**src/hdl/rref_pkg.sv**
```systemverilog
// ============================================================================
// rref_pkg: shared types, constants and GF(2^8) helpers
// Field arithmetic over polynomial 0x11D and sizing defaults for the decoder.
// ============================================================================
package rref_pkg;

   localparam int DEF_MAX_ROWS    = 8;
   localparam int DEF_MAX_PAYLOAD = 64;
   localparam logic [8:0] GF_POLY = 9'h11D;

   localparam logic [1:0] OP_PUSH  = 2'd0;
   localparam logic [1:0] OP_CLEAR = 2'd1;
   localparam logic [1:0] OP_READ  = 2'd2;

   localparam logic [0:0] CSR_COEFF_COUNT = 1'b0;
   localparam logic [0:0] CSR_PAYLOAD_LEN = 1'b1;

   localparam logic KIND_ROW  = 1'b0;
   localparam logic KIND_READ = 1'b1;

   // Multiply two field elements (eight shift-and-add steps on bytes).
   function automatic logic [7:0] gf_mul(input logic [7:0] a, input logic [7:0] b);
      logic [7:0] acc;
      logic [7:0] x;
      acc = 8'd0;
      x   = a;
      for (int i = 0; i < 8; i++) begin
         if (b[i]) acc = acc ^ x;
         x = x[7] ? ((x << 1) ^ GF_POLY[7:0]) : (x << 1);
      end
      return acc;
   endfunction

endpackage

```
**src/hdl/rref_gf_unit.sv**
```systemverilog
// ============================================================================
// rref_gf_unit: shared GF(2^8) multiply-accumulate unit
// Computes acc ^ (a * b) with a register on the result.
// ============================================================================
module rref_gf_unit
   import rref_pkg::*;
(
   input  logic       clock,
   input  logic [7:0] a,
   input  logic [7:0] b,
   input  logic [7:0] acc,
   output logic [7:0] y
);

   logic [7:0] y_ff;

   // Registered multiply-accumulate.
   always_ff @(posedge clock) begin
      y_ff <= acc ^ gf_mul(a, b);
   end

   assign y = y_ff;

endmodule

```
**config.mk**
```make
export PLATFORM = sky130hd
export DESIGN_NAME = rref_gf_unit
export DESIGN_NICKNAME = d
export VERILOG_FILES = /design/src/hdl/rref_pkg.sv /design/src/hdl/rref_gf_unit.sv
export SDC_FILE = /design/constraint.sdc
export NUM_CORES = 1
export LEC_CHECK = 0
export ABC_AREA = 1
export BUFFER_PORTS_ARGS = -buffer_cell sky130_fd_sc_hd__buf_2
export CAP_MARGIN = 15
export CORE_MARGIN = 8
export CORE_UTILIZATION = 34
export CTS_CLUSTER_SIZE = 12
export DETAILED_ROUTE_END_ITERATION = 8
export GPL_TIMING_DRIVEN = 0
export MAX_ROUTING_LAYER = met4
export PLACE_DENSITY = 0.64
export SKIP_LAST_GASP = 1
export SYNTH_ARGS = -nofsm -noshare
export SYNTH_HDL_FRONTEND = slang
export SYNTH_SLANG_ARGS = --single-unit
```
**constraint.sdc**
```tcl
create_clock -name clock -period 1.95 [get_ports clock]
set_input_delay 0.195 -clock clock [delete_from_list [all_inputs] [get_ports clock]]
set_output_delay 0.195 -clock clock [all_outputs]
set_load 0.02 [all_outputs]
```
==> results.yml, run 1 <==
critical_path:
  worstPathArrival_ns: 1.53
  worst_setup_path_start_kind: "primary input"
  cp_max_fo: 10
  required_ns: 2.07
  worst-setup-path-type: "primary input to flop"
  cp-end-kind: "flop"
  crit_path_start: "a[5]"
timing:
  period_minus_slack_ns: 1.41
  max_slew_margin: 0.792
  finalHoldViolations: 0
  fin_crit_sh: 0.722
  grt_setup_unrepaired: "no"
  finalSetupViolCount: 0
  setup_tns_ns: 0
  fmaxAchievable_mhz: 710
  hold_ws_ns: 0.298
  worstMarginPinSlew_ns: 0.310
  maxSlewViolCount: 0
  setup_slack_ns: 0.542
cells_and_area:
  nFillCells: 608
  seqCellArea_sq_um: 160
  drive_above_1_share: 0.170
  multiInputGateArea_sq_um: 1450
  largest_register_ffs: 8
  finalNetCount: 415
  area_growth_pct: 15.0
  num_antenna_cells: 0
logic_synthesis:
  synth_commonest_cells: "nand2_1, inv_1, nand3_1, xor2_1"
  yosysWarnings: 0
  ys_ff_latch: 8
  yosys-top-cells-area: "nand2_1, nand3_1, dfxtp_1"
  yosysSeqAreaShare: 0.0879
  ys.flop_type: "dfxtp_1"
  synth_cell_type_count: 21
  synth_top_area_frac: 0.364
  post-synth-top-count-cell: "nand2_1"
  async_reset_ff_frac: 0
  synth_cells: 356
  synthesis.area_sq_um: 1820
  synth-edff-count: 0
  yosysTopAreaCell: "nand2_1"
  syn_nets: 381
  synth.avg_cell_area_sq_um: 5.12
clocking:
  clock-sinks: 8
  root_buffer: "clkbuf_8"
  cts_resized: 0
  numCtsBuffers: 3
  path_clk_slew_ns: 0.04
  clock_tree.buffer_depth: 2
  holdBufCountCts: 0
  tritoncts: "yes"
  cts_setup_buffers: 0
  htreeDepth: 1
power_and_ir_drop:
  ir_drop_mv: 0.284
  p_comb_frac: 0.635
  power_density_nw_per_um2: 560
  switchingPower_mw: 0.552
  p_seq_frac: 0.197
  p_leak_nw: 1.29
  internal-power_mw: 0.622
  swShare: 0.470
  pwr-share-clk: 0.168
route:
  totalWireLength_mm: 4.85
  viasPerCell: 4.51
  drc: 0
  wire_per_inst_um: 10.6
  vias: 2066
  first_iter_violations: 139
  antenna_left: 0
  dr.pass1.iters: 4
global_route:
  grt_pass1_wl_mm: 8.22
  track_usage: 0.131
  grt_max_degree: 11
  grt_pass1_vias: 1903
  grt_antenna_before_repair: 0
  grt-ovfl-total: 0
floorplan:
  io_pins: 33
  fp-row-count: 26
  coreArea_sq_um: 5140
  start_util: 0.355
  die_x_um: 89.2
  die_area_sq_um: 7960
  die_h_um: 89.2
placed_design:
  hpwlAfterDp_mm: 4.01
  portBuffers: 29
  place_ws_ns: 0.316
  gp_congestion: 0.933
worst_hold_path:
  hold_class: "primary input to flop"
  hold_path_end: "y[0]"
  hold_start: "acc[0]"
  holdPathStages: 5
job:
  drv_cap: 0
outcome:
  outcome: "finished clean"
## per-stage QoR
stage | util | std cells | total power, mW | area, sq um
6_report | 0.408 | 458 | 1.17 | 2100
4_1_cts | 0.408 | 458 | 1.19 | 2100
3_3_place_gp | 0.400 | 455 | 0.971 | 2060
3_5_place_dp | 0.400 | 455 | 0.985 | 2060
5_1_grt | 0.408 | 458 | 1.29 | 2100
2_1_floorplan | - | 356 | 0.798 | 1820
## per-layer routing
| metal | wire [um] | up-vias | share of wire | global-route usage |
|---|---|---|---|---|
| met3 | 291 | 7 | 0.060 | 0.0101 |
| met4 | 70 | 0 | 0.014 | 0.0438 |
| li1 | - | 1147 | - | - |
| met1 | 2400 | 865 | 0.49 | 0.171 |
| met2 | 2090 | 47 | 0.43 | 0.209 |
| met5 | 0 | - | 0 | - |
## area by class of cell
type	instances	area share
inverter	44	0.0788
sequential	8	0.0764
tap	70	0.0418
clock buffer	3	0.0197
timing repair buffer	29	0.0692
multi-input combinational	296	0.689
buffer	8	0.0251
## critical path: stages
cell,delay [ns]
buf_2,0.08
buf_2,0.20
nand2_1,0.09
nand2_2,0.09
nand2_1,0.07
nand3_1,0.16
nand3_1,0.14
inv_1,0.09
nand2_1,0.05
nand2_1,0.06
nand2_1,0.05
nand2_1,0.11
nand2_1,0.07
inv_1,0.05
nor2_1,0.03
## how the worst max path moves through the flow
stage / end / slack, ns / depth (start not counted)
after floorplan: y[4] / 0.61 / 15
after global placement: y[4] / 0.33 / 15
after detailed placement: y[4] / 0.32 / 15
after CTS: y[4] / 0.55 / 15
after global routing: y[4] / 0.34 / 15
final: y[4] / 0.54 / 15
## power by group through the flow
stage | combinational, mW | clock, mW | sequential [mW]
2_1_floorplan | 0.484 | 0 | 0.314
3_3_place_gp | 0.736 | 0 | 0.234
6_report | 0.745 | 0.198 | 0.231
3_5_place_dp | 0.751 | 0 | 0.234
5_1_grt | 0.843 | 0.215 | 0.237
4_1_cts | 0.753 | 0.207 | 0.232
## cell families after synthesis
family / Yosys count / share of synthesized area
simple gates: 258 / 0.621
flops: 8 / 0.0878
xor+xnor: 32 / 0.154
buf+inv: 52 / 0.119
compound gates: 6 / 0.0178
## layout by cell type (no fill, tap or decap)
cell,Yosys,routed
nand4_1,3,3
nand2_1,177,177
or2_1,2,2
inv_2,6,6
o21bai_1,1,1
buf_2,6,35
buf_6,2,2
a21oi_1,2,2
nor2_1,15,15
inv_1,38,38
nand3_1,35,35
nand3b_1,6,6
xor2_1,17,17
o21ai_1,1,1
nand2_2,11,11
clkbuf_8,0,3
nand2_4,4,4
xnor2_1,15,15
nand3_2,4,4
dfxtp_1,8,8
nor2_2,1,1
o21ai_0,2,2
Power figures use the tool's default switching activity.
==> run 2, diff against run 1 <==
--- a/config.mk
+++ b/config.mk
@@ -5,7 +5,7 @@
 export SDC_FILE = /design/constraint.sdc
 export NUM_CORES = 1
 export LEC_CHECK = 0
-export ABC_AREA = 1
+export ABC_AREA = 0
 export BUFFER_PORTS_ARGS = -buffer_cell sky130_fd_sc_hd__buf_2
 export CAP_MARGIN = 15
 export CORE_MARGIN = 8
@@ -14,7 +14,7 @@
 export DETAILED_ROUTE_END_ITERATION = 8
 export GPL_TIMING_DRIVEN = 0
 export MAX_ROUTING_LAYER = met4
-export PLACE_DENSITY = 0.64
+export PLACE_DENSITY = 0.68
 export SKIP_LAST_GASP = 1
 export SYNTH_ARGS = -nofsm -noshare
 export SYNTH_HDL_FRONTEND = slang
==> constraint.sdc (replaced) <==
create_clock -name clock -period 1.15 [get_ports clock]
set_input_delay 0.115 -clock clock [delete_from_list [all_inputs] [get_ports clock]]
set_output_delay 0.115 -clock clock [all_outputs]
set_load 0.02 [all_outputs]
==> run 2 against run 1 <==
Against the previous run: the run now ends with setup timing left; clock power rose by 64%; final cell count down 38%; global-route usage shrank 1.4 points; worst setup slack got worse by 0.58 ns; sequential cell count stayed put; cell area shrank 1.2%; sequential power grew 98%.
==> results.yml, run 2 <==
global_route:
  grt_antenna_before_repair: 0
  grt_pass1_wl_mm: 6.02
  grt_max_degree: 13
  track_usage: 0.117
  grt_pass1_vias: 1350
  grt-ovfl-total: 0
route:
  antenna_left: 0
  drc: 0
  viasPerCell: 4.73
  dr.pass1.iters: 4
  vias: 1340
  wire_per_inst_um: 13.0
  first_iter_violations: 42
  totalWireLength_mm: 3.67
floorplan:
  die_x_um: 81.0
  die_h_um: 81.0
  coreArea_sq_um: 4030
  io_pins: 33
  fp-row-count: 23
  start_util: 0.357
  die_area_sq_um: 6570
power_and_ir_drop:
  internal-power_mw: 1.46
  ir_drop_mv: 0.496
  power_density_nw_per_um2: 1170
  pwr-share-clk: 0.134
  p_leak_nw: 0.842
  power.total_mw: 2.42
  switchingPower_mw: 0.965
  p_seq_frac: 0.189
  p_comb_frac: 0.677
  swShare: 0.398
timing:
  fin_crit_sh: 1.03
  setup_slack_ns: -0.0337
  grt_setup_unrepaired: "yes"
  setup_tns_ns: -0.0337
  max_slew_margin: 0.781
  finalHoldViolations: 0
  worstMarginPinSlew_ns: 0.325
  maxSlewViolCount: 0
  hold_ws_ns: 0.309
  fmaxAchievable_mhz: 845
  period_minus_slack_ns: 1.18
  finalSetupViolCount: 1
cells_and_area:
  drive_above_1_share: 0.318
  layout_commonest_cell: "xnor2_1"
  finalNetCount: 260
  largest_register_ffs: 8
  num_antenna_cells: 0
  post_layout_nonfiller_instances: 283
  layout_common_cells: "xnor2_1, nand2_1, buf_2, xor2_1, buf_4"
  area_growth_pct: 44.1
logic_synthesis:
  synth_cell_type_count: 25
  yosysSeqAreaShare: 0.111
  syn_nets: 219
  synth-edff-count: 0
  post-synth-top-count-cell: "xnor2_1"
  async_reset_ff_frac: 0
  synth_cells: 194
  synth_top_area_frac: 0.390
  yosysTopAreaCell: "xnor2_1"
  synth_commonest_cells: "xnor2_1, nand2_1, xor2_1, clkbuf_1, dfxtp_1"
  yosysWarnings: 0
  synthesis.area_sq_um: 1440
  synth.avg_cell_area_sq_um: 7.41
  yosys-top-cells-area: "xnor2_1, nand2_1, xor2_1"
  ys.flop_type: "dfxtp_1"
  ys_ff_latch: 8
placed_design:
  place_inst: 268
  hpwlAfterDp_mm: 2.74
  gp_congestion: 0.855
  place_ws_ns: -0.442
  portBuffers: 24
worst_hold_path:
  hold_class: "primary input to flop"
  holdPathStages: 4
  hold_start: "acc[0]"
  hold_path_end: "y[0]"
clocking:
  htreeDepth: 1
  clock-sinks: 8
  clock_tree.buffer_depth: 2
  path_clk_slew_ns: 0.04
  root_buffer: "clkbuf_8"
  numCtsBuffers: 3
  tritoncts: "yes"
outcome:
  violations: "setup timing"
  outcome: "finished with violations"
critical_path:
  crit_chain: "buf_12, xnor2_4, nor2b_1, xnor2_1, xnor2_2, xnor2_1, xnor2_1"
  worst-setup-path-type: "primary input to flop"
  cp_max_fo: 6
  cp-end-kind: "flop"
  worst_setup_path_start_kind: "primary input"
  slowest_stage: "xnor2_4"
  critPathMaxStageDelay_ns: 0.27
  worstPathArrival_ns: 1.32
  crit_top_cell: "xnor2_1"
  required_ns: 1.28
job:
  drv_cap: 0
## run 2: worst max-delay path, delay by kind of cell
family	cells	cell delay (ns)
buffers and inverters	1	0.12
XOR/XNOR	5	1.00
AND/OR/NAND/NOR	1	0.10
## run 2: worst max-delay path by stage
stage	start	endpoint	slack [ns]	depth (start not counted)
after floorplan	a[2]	y[5]	-0.10	7
after global placement	a[7]	y[5]	-0.41	7
after detailed placement	b[3]	y[3]	-0.44	7
after CTS	b[3]	y[3]	-0.03	7
after global routing	b[5]	y[2]	-0.09	7
final	a[2]	y[3]	-0.03	7
## run 2: power by group through the flow
stage,registers [mW],clock network (mW),logic (mW)
2_1_floorplan,0.668,0,0.963
3_5_place_dp,0.464,0,1.49
4_1_cts,0.460,0.340,1.57
5_1_grt,0.476,0.360,1.77
3_3_place_gp,0.460,0,1.47
6_report,0.458,0.325,1.64
## run 2: kinds of logic after synthesis
kind of cell              share of synthesized area
xor gates and xnor gates                      0.562
DFF                                           0.111
AOI/OAI and AO/OA                            0.0853
buffers and inverters                        0.0661
and+or+nand+nor                               0.175
## run 2: repair_timing
action | 4_1_cts | 5_1_grt
buffers inserted | 8 | 5
gates resized for setup | 28 | 19
hold buffers | 0 | 0
cloned | 0 | 0
pin swaps | 23 | 18
setup endpoints to repair | 7 | 8
## run 2: routing by layer
metal	track usage	vias up	routed length, um
met5	-	-	0
met4	0.0446	0	34
met3	0.00662	4	131
met2	0.216	21	2090
met1	0.128	630	1410
li1	-	685	-
## run 2: per-stage QoR
step	cell area (sq um)	util
finish	2070	0.514
global route	2070	0.514
CTS	1960	0.486
detailed placement	1730	0.430
global placement	1730	0.430
floorplan	1550	-
## run 2: area by class of cell
cell class | instances | area, sq um
well taps | 50 | 62.6
plain buffers | 15 | 171
multi-input cells | 166 | 1370
flip-flops and latches | 8 | 160
fillers | 379 | 1960
clock buffers | 3 | 41.3
repair buffers | 37 | 254
inverters | 4 | 15.0
